[config.mk]
export PLATFORM = sky130hd
export DESIGN_NAME = word_length_masker
export DESIGN_NICKNAME = d
export VERILOG_FILES = /design/src/rtl/wlm_pkg.sv /design/src/rtl/wlm_front.sv /design/src/rtl/wlm_cmd_fifo.sv /design/src/rtl/wlm_back.sv /design/src/rtl/word_length_masker.sv
export SDC_FILE = /design/constraint.sdc
export NUM_CORES = 1
export LEC_CHECK = 0
export BUFFER_PORTS_ARGS = -buffer_cell sky130_fd_sc_hd__clkbuf_2
export CAP_MARGIN = 5
export CORE_MARGIN = 2
export CORE_UTILIZATION = 50
export DETAILED_ROUTE_END_ITERATION = 8
export PLACE_DENSITY_LB_ADDON = 0.25
export REMOVE_ABC_BUFFERS = 1
export SYNTH_ARGS = -nofsm -noshare
export SYNTH_HDL_FRONTEND = slang
export SYNTH_HIERARCHICAL = 1
export SYNTH_SLANG_ARGS = --single-unit
[constraint.sdc]
create_clock -name clk_i -period 3.19 [get_ports clk_i]
set_input_delay 0.1595 -clock clk_i [delete_from_list [all_inputs] [get_ports clk_i]]
set_output_delay 0.1595 -clock clk_i [all_outputs]
set_load 0.05 [all_outputs]
[src/rtl/wlm_pkg.sv]
// shared types and constants of the word length masker
`default_nettype none
package wlm_pkg;

  localparam int unsigned CNT_W   = 6;
  localparam int unsigned ADDR_W  = 6;
  localparam int unsigned CFG_W   = 6;
  localparam int unsigned Q_DEPTH = 2;

  localparam logic [7:0] CH_SPACE   = 8'h20;
  localparam logic [7:0] CH_NEWLINE = 8'h0A;

  typedef struct packed {
    logic [7:0] in_byte;
    logic       stream_end;
  } in_req_t;

  typedef struct packed {
    logic [7:0] out_byte;
    logic       run_last;
  } out_rsp_t;

  // one input byte's worth of output work
  typedef struct packed {
    logic [7:0]       data;
    logic             has_byte;
    logic             blank;
    logic [CNT_W-1:0] cnt;
  } cmd_t;

  typedef struct packed {
    logic              we;
    logic [ADDR_W-1:0] addr;
    logic [7:0]        data;
  } store_wr_t;

  typedef enum logic [1:0] {
    BK_IDLE,
    BK_READ,
    BK_FLUSH,
    BK_BYTE
  } back_state_e;

endpackage
`default_nettype wire

[src/rtl/wlm_front.sv]
// front end: classifies bytes, tracks the held word, issues output commands
`default_nettype none
module wlm_front #(
  parameter int unsigned MAX_WORD = 32
) (
  input  wire logic                       clk_i,
  input  wire logic                       rst_ni,
  input  wire logic                       in_valid_i,
  input  wire wlm_pkg::in_req_t           in_req_i,
  output logic                            in_stall_o,
  input  wire logic [wlm_pkg::CFG_W-1:0]  target_i,
  output logic                            push_o,
  output wlm_pkg::cmd_t                   cmd_o,
  input  wire logic                       q_full_i,
  input  wire logic                       flush_done_i,
  output wlm_pkg::store_wr_t              wr_o
);
  import wlm_pkg::*;

  localparam int unsigned CW = $clog2(MAX_WORD + 1);

  logic [CW-1:0] held_q, held_d;
  logic          pt_q, pt_d;
  logic          pend_q, pend_d;
  logic [CW:0]   held_inc;
  logic [6:0]    tgt_ext;
  logic          accept, is_delim, full;
  cmd_t          cmd;
  logic          wr_en;

  assign in_stall_o = pend_q || q_full_i;
  assign accept     = in_valid_i && !in_stall_o;
  assign is_delim   = (in_req_i.in_byte == CH_SPACE) || (in_req_i.in_byte == CH_NEWLINE);
  assign held_inc   = {1'b0, held_q} + {{CW{1'b0}}, 1'b1};
  assign tgt_ext    = {1'b0, target_i};
  assign full       = (held_q == CW'(MAX_WORD));

  always_comb begin
    cmd          = '0;
    cmd.data     = in_req_i.in_byte;
    held_d       = held_q;
    pt_d         = pt_q;
    wr_en        = 1'b0;
    if (is_delim) begin
      cmd.cnt      = pt_q ? '0 : CNT_W'(held_q);
      cmd.blank    = (7'(held_q) == tgt_ext);
      cmd.has_byte = 1'b1;
      held_d       = '0;
      pt_d         = 1'b0;
    end else if (pt_q) begin
      cmd.has_byte = 1'b1;
    end else if (full) begin
      cmd.cnt      = CNT_W'(held_q);
      cmd.has_byte = 1'b1;
      held_d       = '0;
      pt_d         = 1'b1;
    end else begin
      wr_en = 1'b1;
      if (7'(held_inc) > tgt_ext) begin
        // word outgrew the target: flush it unchanged
        cmd.cnt = CNT_W'(held_inc);
        held_d  = '0;
        pt_d    = 1'b1;
      end else if (in_req_i.stream_end) begin
        cmd.cnt   = CNT_W'(held_inc);
        cmd.blank = (7'(held_inc) == tgt_ext);
      end else begin
        held_d = CW'(held_inc);
      end
    end
    if (in_req_i.stream_end) begin
      held_d = '0;
      pt_d   = 1'b0;
    end
  end

  assign cmd_o   = cmd;
  assign push_o  = accept && ((cmd.cnt != '0) || cmd.has_byte);
  // one flush in flight at a time so the store is not overwritten early
  assign pend_d  = (pend_q && !flush_done_i) || (push_o && (cmd.cnt != '0));

  always_comb begin
    wr_o      = '0;
    wr_o.we   = accept && wr_en;
    wr_o.addr = ADDR_W'(held_q);
    wr_o.data = in_req_i.in_byte;
  end

  always_ff @(posedge clk_i or negedge rst_ni) begin
    if (!rst_ni) begin
      held_q <= '0;
      pt_q   <= 1'b0;
      pend_q <= 1'b0;
    end else begin
      pend_q <= pend_d;
      if (accept) begin
        held_q <= held_d;
        pt_q   <= pt_d;
      end
    end
  end

endmodule
`default_nettype wire

[src/rtl/wlm_cmd_fifo.sv]
// two-entry command queue between front and back end
`default_nettype none
module wlm_cmd_fifo (
  input  wire logic           clk_i,
  input  wire logic           rst_ni,
  input  wire logic           push_i,
  input  wire wlm_pkg::cmd_t  cmd_i,
  output logic                full_o,
  input  wire logic           pop_i,
  output wlm_pkg::cmd_t       cmd_o,
  output logic                empty_o
);
  import wlm_pkg::*;

  localparam int unsigned QAW = (Q_DEPTH > 1) ? $clog2(Q_DEPTH) : 1;
  localparam int unsigned QCW = $clog2(Q_DEPTH + 1);

  cmd_t           entry_q [Q_DEPTH];
  logic [QAW-1:0] wr_ptr_q, rd_ptr_q;
  logic [QCW-1:0] cnt_q, cnt_d;
  logic           do_push, do_pop;

  assign full_o  = (cnt_q == QCW'(Q_DEPTH));
  assign empty_o = (cnt_q == '0);
  assign do_push = push_i && !full_o;
  assign do_pop  = pop_i && !empty_o;
  assign cmd_o   = entry_q[rd_ptr_q];

  always_comb begin
    cnt_d = cnt_q;
    if (do_push && !do_pop) begin
      cnt_d = cnt_q + QCW'(1);
    end else if (do_pop && !do_push) begin
      cnt_d = cnt_q - QCW'(1);
    end
  end

  always_ff @(posedge clk_i) begin
    if (do_push) begin
      entry_q[wr_ptr_q] <= cmd_i;
    end
  end

  always_ff @(posedge clk_i or negedge rst_ni) begin
    if (!rst_ni) begin
      wr_ptr_q <= '0;
      rd_ptr_q <= '0;
      cnt_q    <= '0;
    end else begin
      cnt_q <= cnt_d;
      if (do_push) begin
        wr_ptr_q <= (wr_ptr_q == QAW'(Q_DEPTH - 1)) ? '0 : wr_ptr_q + QAW'(1);
      end
      if (do_pop) begin
        rd_ptr_q <= (rd_ptr_q == QAW'(Q_DEPTH - 1)) ? '0 : rd_ptr_q + QAW'(1);
      end
    end
  end

endmodule
`default_nettype wire

[src/rtl/wlm_back.sv]
// back end: word store, flush sequencer and output register
`default_nettype none
module wlm_back #(
  parameter int unsigned MAX_WORD = 32
) (
  input  wire logic                clk_i,
  input  wire logic                rst_ni,
  input  wire wlm_pkg::store_wr_t  wr_i,
  input  wire logic                q_empty_i,
  input  wire wlm_pkg::cmd_t       q_cmd_i,
  output logic                     pop_o,
  output logic                     flush_done_o,
  output logic                     out_valid_o,
  input  wire logic                out_stall_i,
  output wlm_pkg::out_rsp_t        out_rsp_o
);
  import wlm_pkg::*;

  localparam int unsigned AW = (MAX_WORD > 1) ? $clog2(MAX_WORD) : 1;

  logic [7:0]       store [MAX_WORD];
  back_state_e      state_q, state_d;
  cmd_t             cmd_q;
  logic [CNT_W-1:0] idx_q, idx_d;
  logic [7:0]       rd_q;
  out_rsp_t         out_q, out_d;
  logic             out_valid_q, out_valid_d;
  logic             slot_free, last_flush, load;

  assign slot_free  = !out_valid_q || !out_stall_i;
  assign last_flush = ((idx_q + CNT_W'(1)) == cmd_q.cnt);

  // next state
  always_comb begin
    state_d = state_q;
    unique case (state_q)
      BK_IDLE: begin
        if (!q_empty_i) begin
          state_d = (q_cmd_i.cnt != '0) ? BK_READ : BK_BYTE;
        end
      end
      BK_READ: begin
        state_d = BK_FLUSH;
      end
      BK_FLUSH: begin
        if (slot_free) begin
          if (!last_flush) begin
            state_d = BK_READ;
          end else if (cmd_q.has_byte) begin
            state_d = BK_BYTE;
          end else begin
            state_d = BK_IDLE;
          end
        end
      end
      BK_BYTE: begin
        if (slot_free) begin
          state_d = BK_IDLE;
        end
      end
      default: state_d = BK_IDLE;
    endcase
  end

  // outputs
  always_comb begin
    pop_o        = 1'b0;
    flush_done_o = 1'b0;
    load         = 1'b0;
    idx_d        = idx_q;
    out_d        = out_q;
    unique case (state_q)
      BK_IDLE: begin
        pop_o = !q_empty_i;
        idx_d = '0;
      end
      BK_READ: begin
        idx_d = idx_q;
      end
      BK_FLUSH: begin
        if (slot_free) begin
          load           = 1'b1;
          out_d.out_byte = cmd_q.blank ? CH_SPACE : rd_q;
          out_d.run_last = last_flush && !cmd_q.has_byte;
          idx_d          = idx_q + CNT_W'(1);
          flush_done_o   = last_flush;
        end
      end
      BK_BYTE: begin
        if (slot_free) begin
          load           = 1'b1;
          out_d.out_byte = cmd_q.data;
          out_d.run_last = 1'b1;
        end
      end
      default: begin
        load = 1'b0;
      end
    endcase
  end

  assign out_valid_d = load || (out_valid_q && out_stall_i);
  assign out_valid_o = out_valid_q;
  assign out_rsp_o   = out_q;

  always_ff @(posedge clk_i) begin
    if (wr_i.we) begin
      store[wr_i.addr[AW-1:0]] <= wr_i.data;
    end
    if (state_q == BK_READ) begin
      rd_q <= store[idx_q[AW-1:0]];
    end
    if (pop_o) begin
      cmd_q <= q_cmd_i;
    end
    if (load) begin
      out_q <= out_d;
    end
  end

  always_ff @(posedge clk_i or negedge rst_ni) begin
    if (!rst_ni) begin
      state_q     <= BK_IDLE;
      idx_q       <= '0;
      out_valid_q <= 1'b0;
    end else begin
      state_q     <= state_d;
      idx_q       <= idx_d;
      out_valid_q <= out_valid_d;
    end
  end

endmodule
`default_nettype wire

[src/rtl/word_length_masker.sv]
// word length masker top level: blanks every word of the configured length
//
// input channel: in_valid_i / in_stall_o carry one text byte and a stream end
// flag per request. output channel: out_valid_o / out_stall_i carry one byte
// per request, run_last marks the final byte caused by an input request.
// config channel: cfg_valid_i / cfg_ready_o writes target_length; write it
// only while the block is idle. target_length of zero passes text unchanged.
// a word character that is only held gives no output request.
// a byte passed straight through is registered in the command queue, the
// command register and the output register. a held word drains one byte at a
// time through the one store read port (read then emit), followed by the delimiter.
// throughput: the back end handles one request at a time, a pass-through
// request through the idle and byte states; the front takes one byte per cycle,
// while not stalled, into a two-entry command queue. after a byte that starts a
// flush it stalls until the back end has read the whole held word from the store.
// reset clears the held count, the pass-through flag, the queue and the
// output valid flag, and sets target_length to zero. the store is not cleared.
// while the receiver stalls, the output register holds its request and the
// queue fills, after which in_stall_o rises.
`default_nettype none
module word_length_masker #(
  parameter int unsigned MAX_WORD = 32
) (
  input  wire logic                       clk_i,
  input  wire logic                       rst_ni,
  input  wire logic                       in_valid_i,
  output logic                            in_stall_o,
  input  wire wlm_pkg::in_req_t           in_req_i,
  output logic                            out_valid_o,
  input  wire logic                       out_stall_i,
  output wlm_pkg::out_rsp_t               out_rsp_o,
  input  wire logic                       cfg_valid_i,
  output logic                            cfg_ready_o,
  input  wire logic [wlm_pkg::CFG_W-1:0]  cfg_data_i
);
  import wlm_pkg::*;

  logic [CFG_W-1:0] target_q;
  logic             push, q_full, q_empty, pop, flush_done;
  cmd_t             push_cmd, head_cmd;
  store_wr_t        store_wr;

  assign cfg_ready_o = 1'b1;

  always_ff @(posedge clk_i or negedge rst_ni) begin
    if (!rst_ni) begin
      target_q <= '0;
    end else if (cfg_valid_i && cfg_ready_o) begin
      target_q <= cfg_data_i;
    end
  end

  wlm_front #(
    .MAX_WORD(MAX_WORD)
  ) u_front (
    .clk_i       (clk_i),
    .rst_ni      (rst_ni),
    .in_valid_i  (in_valid_i),
    .in_req_i    (in_req_i),
    .in_stall_o  (in_stall_o),
    .target_i    (target_q),
    .push_o      (push),
    .cmd_o       (push_cmd),
    .q_full_i    (q_full),
    .flush_done_i(flush_done),
    .wr_o        (store_wr)
  );

  wlm_cmd_fifo u_fifo (
    .clk_i  (clk_i),
    .rst_ni (rst_ni),
    .push_i (push),
    .cmd_i  (push_cmd),
    .full_o (q_full),
    .pop_i  (pop),
    .cmd_o  (head_cmd),
    .empty_o(q_empty)
  );

  wlm_back #(
    .MAX_WORD(MAX_WORD)
  ) u_back (
    .clk_i       (clk_i),
    .rst_ni      (rst_ni),
    .wr_i        (store_wr),
    .q_empty_i   (q_empty),
    .q_cmd_i     (head_cmd),
    .pop_o       (pop),
    .flush_done_o(flush_done),
    .out_valid_o (out_valid_o),
    .out_stall_i (out_stall_i),
    .out_rsp_o   (out_rsp_o)
  );

endmodule
`default_nettype wire

* Word level (Yosys, flattened, before mapping)
Memories as Yosys holds them, arrays and structs flattened. A register that Yosys moved wholly into a read port is not among the register bits. Cells that the tools add are included. W data, S select, Z words.
Storage, ports and cells: register bits after elaboration 52, memory bits (writable) 288, output and inout port bits 12, word-level logic and storage cells 126, memories 2
Memories:
- u_back.store | words 32, width 8, rd ports 1, clocked after Yosys merged registers in 1, wr ports 1, line wlm_back.sv:21 | logic [7:0] store [MAX_WORD];
- u_fifo.entry_q | words 2, width 16, rd ports 1, clocked after Yosys merged registers in 0, wr ports 1, line wlm_cmd_fifo.sv:18 | cmd_t entry_q [Q_DEPTH];
Cells by class: $add $sub $neg 6, magnitude comparators 1, equal/unequal tests 14, muxes and demuxes 49, reductions and logical operators 38
Operator list (count):
- $mux W6 | 9
- $mux W1 | 23
- $mux W9 | 2
- $pmux W9 S2 | 1
- $mux W2 | 8
- $mux W8 | 2
- $mux W7 | 2
- $eq A6 B6 Y1 | 2
- $pmux W6 S2 | 1
- $reduce_bool A6 Y1 | 2
- $logic_and A1 B1 Y1 | 11
- $logic_not A1 Y1 | 9
- $eq A8 B4 Y1 const B | 1
- $eq A8 B6 Y1 const B | 1
- $pmux W2 S4 | 1
- $add A6 B1 Y7 const B | 1
- $eq A7 B6 Y1 | 1
- $gt A7 B6 Y1 | 1
- $add A6 B1 Y6 const B | 1
- $eq A2 B2 Y1 const B | 3
- $eq A6 B6 Y1 const B | 1
- $logic_or A1 B1 Y1 | 6
- $reduce_bool A2 Y1 | 3
- $logic_not A2 Y1 | 2
- other kinds (11) | 14

* Longest topological paths before layout
depth after elaboration 15, depth in mapped cells 18, depth with buffers taken out 17

* Cells and area by module
Netlist, hierarchy kept.
By module, submodules not included:
- wlm_back | instances 1, cells an instance 611, area each 11850.1 sq um, seq. area each 8903.5 sq um
- wlm_cmd_fifo | instances 1, cells an instance 69, area each 1402.6 sq um, seq. area each 1061.0 sq um
- wlm_front | instances 1, cells an instance 138, area each 1062.3 sq um, seq. area each 200.2 sq um
- word_length_masker | instances 1, cells an instance 15, area each 262.8 sq um, seq. area each 150.1 sq um

* Worst setup path after synthesis
Ideal clock, no wire load.
path type register -> register, start point register u_front.held_q[0], end point memory u_fifo/entry_q[0][0] in the netlist's numbering, enable pin, library setup time 388 ps, arrival time 3110 ps, data required time 2802 ps, path slack -309 ps, stages on the path, launching flop included 13, cells stage by stage dfrtp_1 -> ha_1 -> nand3_1 -> xnor2_1 -> ha_1 -> nand3_1 -> o21bai_1 -> a311o_1 -> a21oi_1 -> nand2_1 -> a21oi_1 -> nand2_1 -> nor2_1
Between the ends: cells in the longest elaborated chain, start to end 12, elaborated cells on any way between the ends 17
Ends and longest elaborated chain:
- start: declaration | line wlm_front.sv:22 | logic [CW-1:0] held_q, held_d;
- start signal: assignment | line wlm_front.sv:97 | held_q <= held_d;
- $add A6 B1 Y7 | line wlm_front.sv:34 | assign held_inc = {1'b0, held_q} + {{CW{1'b0}}, 1'b1};
- $gt A7 B6 Y1 or $mux W7 (tied branches) | line wlm_front.sv:59, wlm_front.sv:64
- $mux W6 | line wlm_front.sv:59 | if (7'(held_inc) > tgt_ext) begin
- $mux W6 | line wlm_front.sv:52 | end else if (full) begin
- $mux W7 | line wlm_front.sv:50 | end else if (pt_q) begin
- $mux W8 (*) | line wlm_front.sv:44 | if (is_delim) begin
- $reduce_bool A6 Y1 | line wlm_front.sv:78 | assign push_o = accept && ((cmd.cnt != '0) || cmd.has_byte);
- $logic_or A1 B1 Y1 (*) | line wlm_front.sv:78
- $logic_and A1 B1 Y1 (*) | line wlm_front.sv:78
- net push | line word_length_masker.sv:39 | logic push, q_full, q_empty, pop, flush_done;
- $logic_and A1 B1 Y1 (*) | line wlm_cmd_fifo.sv:25 | assign do_push = push_i && !full_o;
- $mux W1 (*) | line wlm_cmd_fifo.sv:39 | if (do_push) begin
- $mux W1 (not written as such) (*) | line wlm_cmd_fifo.sv:40 | entry_q[wr_ptr_q] <= cmd_i;
- end: declaration | line wlm_cmd_fifo.sv:18
Mark *: on every way through the listed nets, which the timed path passes. The rest lies on a longest branch.

==> flow_metrics.env <==
export IMPL_cts_num_sinks=348
export IMPL_r2r_end="u_back/store[25][7]"
export IMPL_hpwlAfterDp_um=18100
export IMPL_core_area_um2=28700
export IMPL_syn_inst=833
export IMPL_worstMarginPinSlew_ns=0.828
export IMPL_path_clk_slew_ns=0.06
export IMPL_period_minus_slack_ns=3.03
export IMPL_power_density_nw_per_um2=775
export IMPL_r2r_slack_ns=0.16
export IMPL_synth_cell_types=67
export IMPL_nNetsFinal=920
export IMPL_cts_tree="built"
export IMPL_hp_start="in_req_i[0]"
export IMPL_finalClockSkew_ns=0.0201
export IMPL_antenna_found_initial=0
export IMPL_final_hold_viol_count=0
export IMPL_synth_avg_cell_area_um2=17.5
export IMPL_slew_viol_final=0
export IMPL_final_layout_size_suffix_gt1_frac=0.238
export IMPL_drc=0
export IMPL_ys_seq_elements=348
export IMPL_via_per_inst=5.77
export IMPL_setup_viol=0
export IMPL_fin_cells=1299
export IMPL_p_int_mw=8.97
export IMPL_arrival_ns=3.16
export IMPL_critPathLaunchType="register"
export IMPL_firstDrtPassIters=5
export IMPL_gp_congestion=0.864
export IMPL_pwr_share_seq=0.459
export IMPL_grt_max_degree=43
export IMPL_leakagePower_nw=5.41
export IMPL_placed_cell_area_um2=15100
export IMPL_die_w_um=175
export IMPL_reg2reg_from="u_front/held_q[0]"
export IMPL_grt_pass1_vias=7412
export IMPL_wl_um=29000
export IMPL_required_ns=3.33
export IMPL_cts_buffer_depth=3
export IMPL_drt_initial_drc_count=640
export IMPL_synth_ff_type="edfxtp_1"
export IMPL_worstPathMaxFanout=12
export IMPL_syn_area_um2=14600
export IMPL_gr_total_overflow=0
export IMPL_seq_area_um2=10300
export IMPL_start_util=0.508
export IMPL_switching_share=0.292
export IMPL_cts_root_buf="clkbuf_16"
export IMPL_relSlewSlack=0.446
export IMPL_num_vias=7491
export IMPL_die_y_um=175
export IMPL_ant_nets=0
export IMPL_htreeDepth=2
export IMPL_finalSetupTns_ns=0
export IMPL_final_area_um2=16300
export IMPL_synthArstFlopShare=0.0776
export IMPL_dr_wl_met3_um=1670
export IMPL_clk_latency_ns=0.52
export IMPL_wl_met1_um=12600
export IMPL_multiInputGateArea_um2=3790
export IMPL_drv_cap=0
export IMPL_fmax_mhz=331
export IMPL_io_pins=32
export IMPL_place_inst=1222
export IMPL_synth_edf_count=321
export IMPL_hold_path_class="input pin to register"
export IMPL_yosys_area_top_type="edfxtp_1"
export IMPL_top_layer="met4"
export IMPL_synthTopCellsByArea="edfxtp_1 66%, mux4_2 7.1%, dfrtp_1 4.6%, mux2i_1 2.2%, mux2_4 1.5%"
export IMPL_wl_per_cell_um=22.3
export IMPL_peakVddDrop_v=0.000434
export IMPL_outcome="complete, no violations"
export IMPL_power_mw=12.7
export IMPL_numCtsBuffers=37
export IMPL_wl_met2_um=14100
export IMPL_antenna_cells=0
export IMPL_yosysTopAreaCellShare=0.661
export IMPL_cp_end_kind="register"
export IMPL_die_area_um2=30500
export IMPL_worst_setup_path_type="register to register"
export IMPL_worstHoldPathCells=3
export IMPL_r2r_cells=10
export IMPL_track_usage=0.193
export IMPL_yosysSeqAreaShare=0.708
export IMPL_fin_crit_sh=0.948
export IMPL_comb_power_share=0.237
export IMPL_ys_warn_count=6
export IMPL_rows=62
export IMPL_io_buffers=30
export IMPL_power_switching_mw=3.71
export IMPL_grt_pass1_wl_um=44400
export IMPL_hold_path_end="u_front/pt_q"
export IMPL_rsz0062_at_grt="yes"
export IMPL_area_delta_synth_final_pct=12.2
export IMPL_n_fill_cell=2175
export IMPL_p_clk_frac=0.304
power groups by stage:
| stage | Sequential (mW) | Clock [mW] | Combinational (mW) |
|---|---|---|---|
| floorplan | 6.27 | 0 | 1.64 |
| global placement | 5.89 | 0 | 2.93 |
| detailed placement | 5.90 | 0 | 2.96 |
| CTS | 5.81 | 3.92 | 2.99 |
| global route | 5.86 | 4.12 | 3.24 |
| finish | 5.81 | 3.85 | 3.01 |
placed cells by master (no fill, tap or decap), drive strengths merged, types with 2 or more instances in the layout:
master	count
xnor2	10
a22oi	8
buf	39
xor2	11
nor3	5
a211oi	19
o22a	2
a22o	18
nand3	13
clkinv	9
inv	14
mux4	48
nor4	4
clkbuf	84
or4	3
a21o	3
nand4	2
or3b	5
mux2i	32
dlygate4sd3	11
nor2	51
o221ai	9
or3	2
edfxtp	321
a21oi	17
a32oi	3
a31oi	2
and2	4
ha	10
o21ai	17
nand3b	8
nand2	29
mux2	22
nor2b	7
and3	4
o22ai	8
o31ai	8
and2b	3
nand2b	13
dfrtp	27
worst max-delay path, stage by stage (launching register included):
cell,delay (ns)
dfrtp_1,0.40
buf_6,0.17
inv_1,0.08
ha_1,0.20
nand2_1,0.06
or4_1,0.13
or2b_4,0.31
nor3_2,0.32
nand3b_1,0.11
buf_4,0.20
nor2_1,0.66
stage by stage:
| stage | util | setup slack [ns] | hold WS [ns] |
|---|---|---|---|
| after floorplan | - | -1.06 | -0.136 |
| after global placement | 0.525 | 0.146 | 0.243 |
| after detailed placement | 0.525 | 0.0873 | 0.253 |
| after CTS | 0.567 | 0.0509 | 0.0483 |
| after global routing | 0.570 | -0.0382 | 0.0633 |
| final | 0.570 | 0.165 | 0.0756 |
worst max-delay path by stage:
stage | startpoint | cells after the start | end | slack (ns)
final | u_front/held_q[0] | 10 | u_back/store[25][7] | 0.16
after global routing | u_front/held_q[0] | 16 | u_fifo/cnt_q[1] | -0.04
after CTS | u_front/held_q[1] | 16 | u_fifo/cnt_q[1] | 0.05
after detailed placement | u_front/held_q[0] | 16 | u_fifo/cnt_q[1] | 0.09
after global placement | u_front/held_q[0] | 16 | u_fifo/cnt_q[1] | 0.15
after floorplan | u_back/idx_q[1] | 8 | u_front/pend_q | -1.06
sequential cells by signal, summed over array words and instances (netlist names), 6 cells and up:
signal,cells
u_back/store,256
u_back/idx_q,6
u_back/rd_q,8
u_back/cmd_q,16
u_back/out_rsp_o,9
u_front/held_q,6
u_fifo/entry_q,32
target_q,6
repair_timing:
item,4_1_cts,5_1_grt
setup endpoints to repair,0,76
resized for setup,0,17
endpoints found under the hold margin,46,0
hold buffers,11,0
setup buffers,0,2
metal layers:
| metal | track usage | vias to the layer above |
|---|---|---|
| met2 | 0.311 | 222 |
| met5 | 0 | - |
| li1 | - | 3392 |
| met1 | 0.273 | 3828 |
| met3 | 0.0372 | 49 |
| met4 | 0.0528 | 0 |
Yosys cell counts (3+ instances only):
library cell	instances
buf_6	5
nand2_1	29
or3b_2	4
xor2_1	11
nor4_1	4
mux2_2	7
ha_1	10
nor2_1	51
a21o_1	3
xnor2_1	10
nor2b_1	6
nor3_1	4
o21ai_0	16
a211oi_1	12
mux2_4	15
inv_1	14
a32oi_1	3
and3_1	4
a211oi_2	6
buf_4	18
buf_2	16
nand2b_1	13
nand3_1	12
o22ai_1	8
mux4_2	46
a22o_1	18
mux2i_1	32
a21oi_1	17
clkdlybuf4s25_2	4
o31ai_1	8
o221ai_1	9
a22oi_1	8
dfrtp_1	27
edfxtp_1	321
nand3b_1	8
buf_8	4
clkbuf_1	11
cells by family after synthesis:
kind of cell / synth area share
AOI/OAI and AO/OA: 0.0617
xor gates and xnor gates: 0.0126
adders and majority gates: 0.00858
buffers and inverters: 0.0369
DFF: 0.708
muxes: 0.118
other: 0.000257
and+or+nand+nor: 0.0548
layout make-up:
cell class | count | share of cell area
multi-input combinational | 409 | 0.232
timing repair buffer | 80 | 0.0381
clock buffer | 54 | 0.0624
tap | 384 | 0.0294
sequential | 348 | 0.631
clock inverter | 10 | 0.00398
inverter | 14 | 0.00321
No activity file was read; power rests on OpenSTA's default activity.
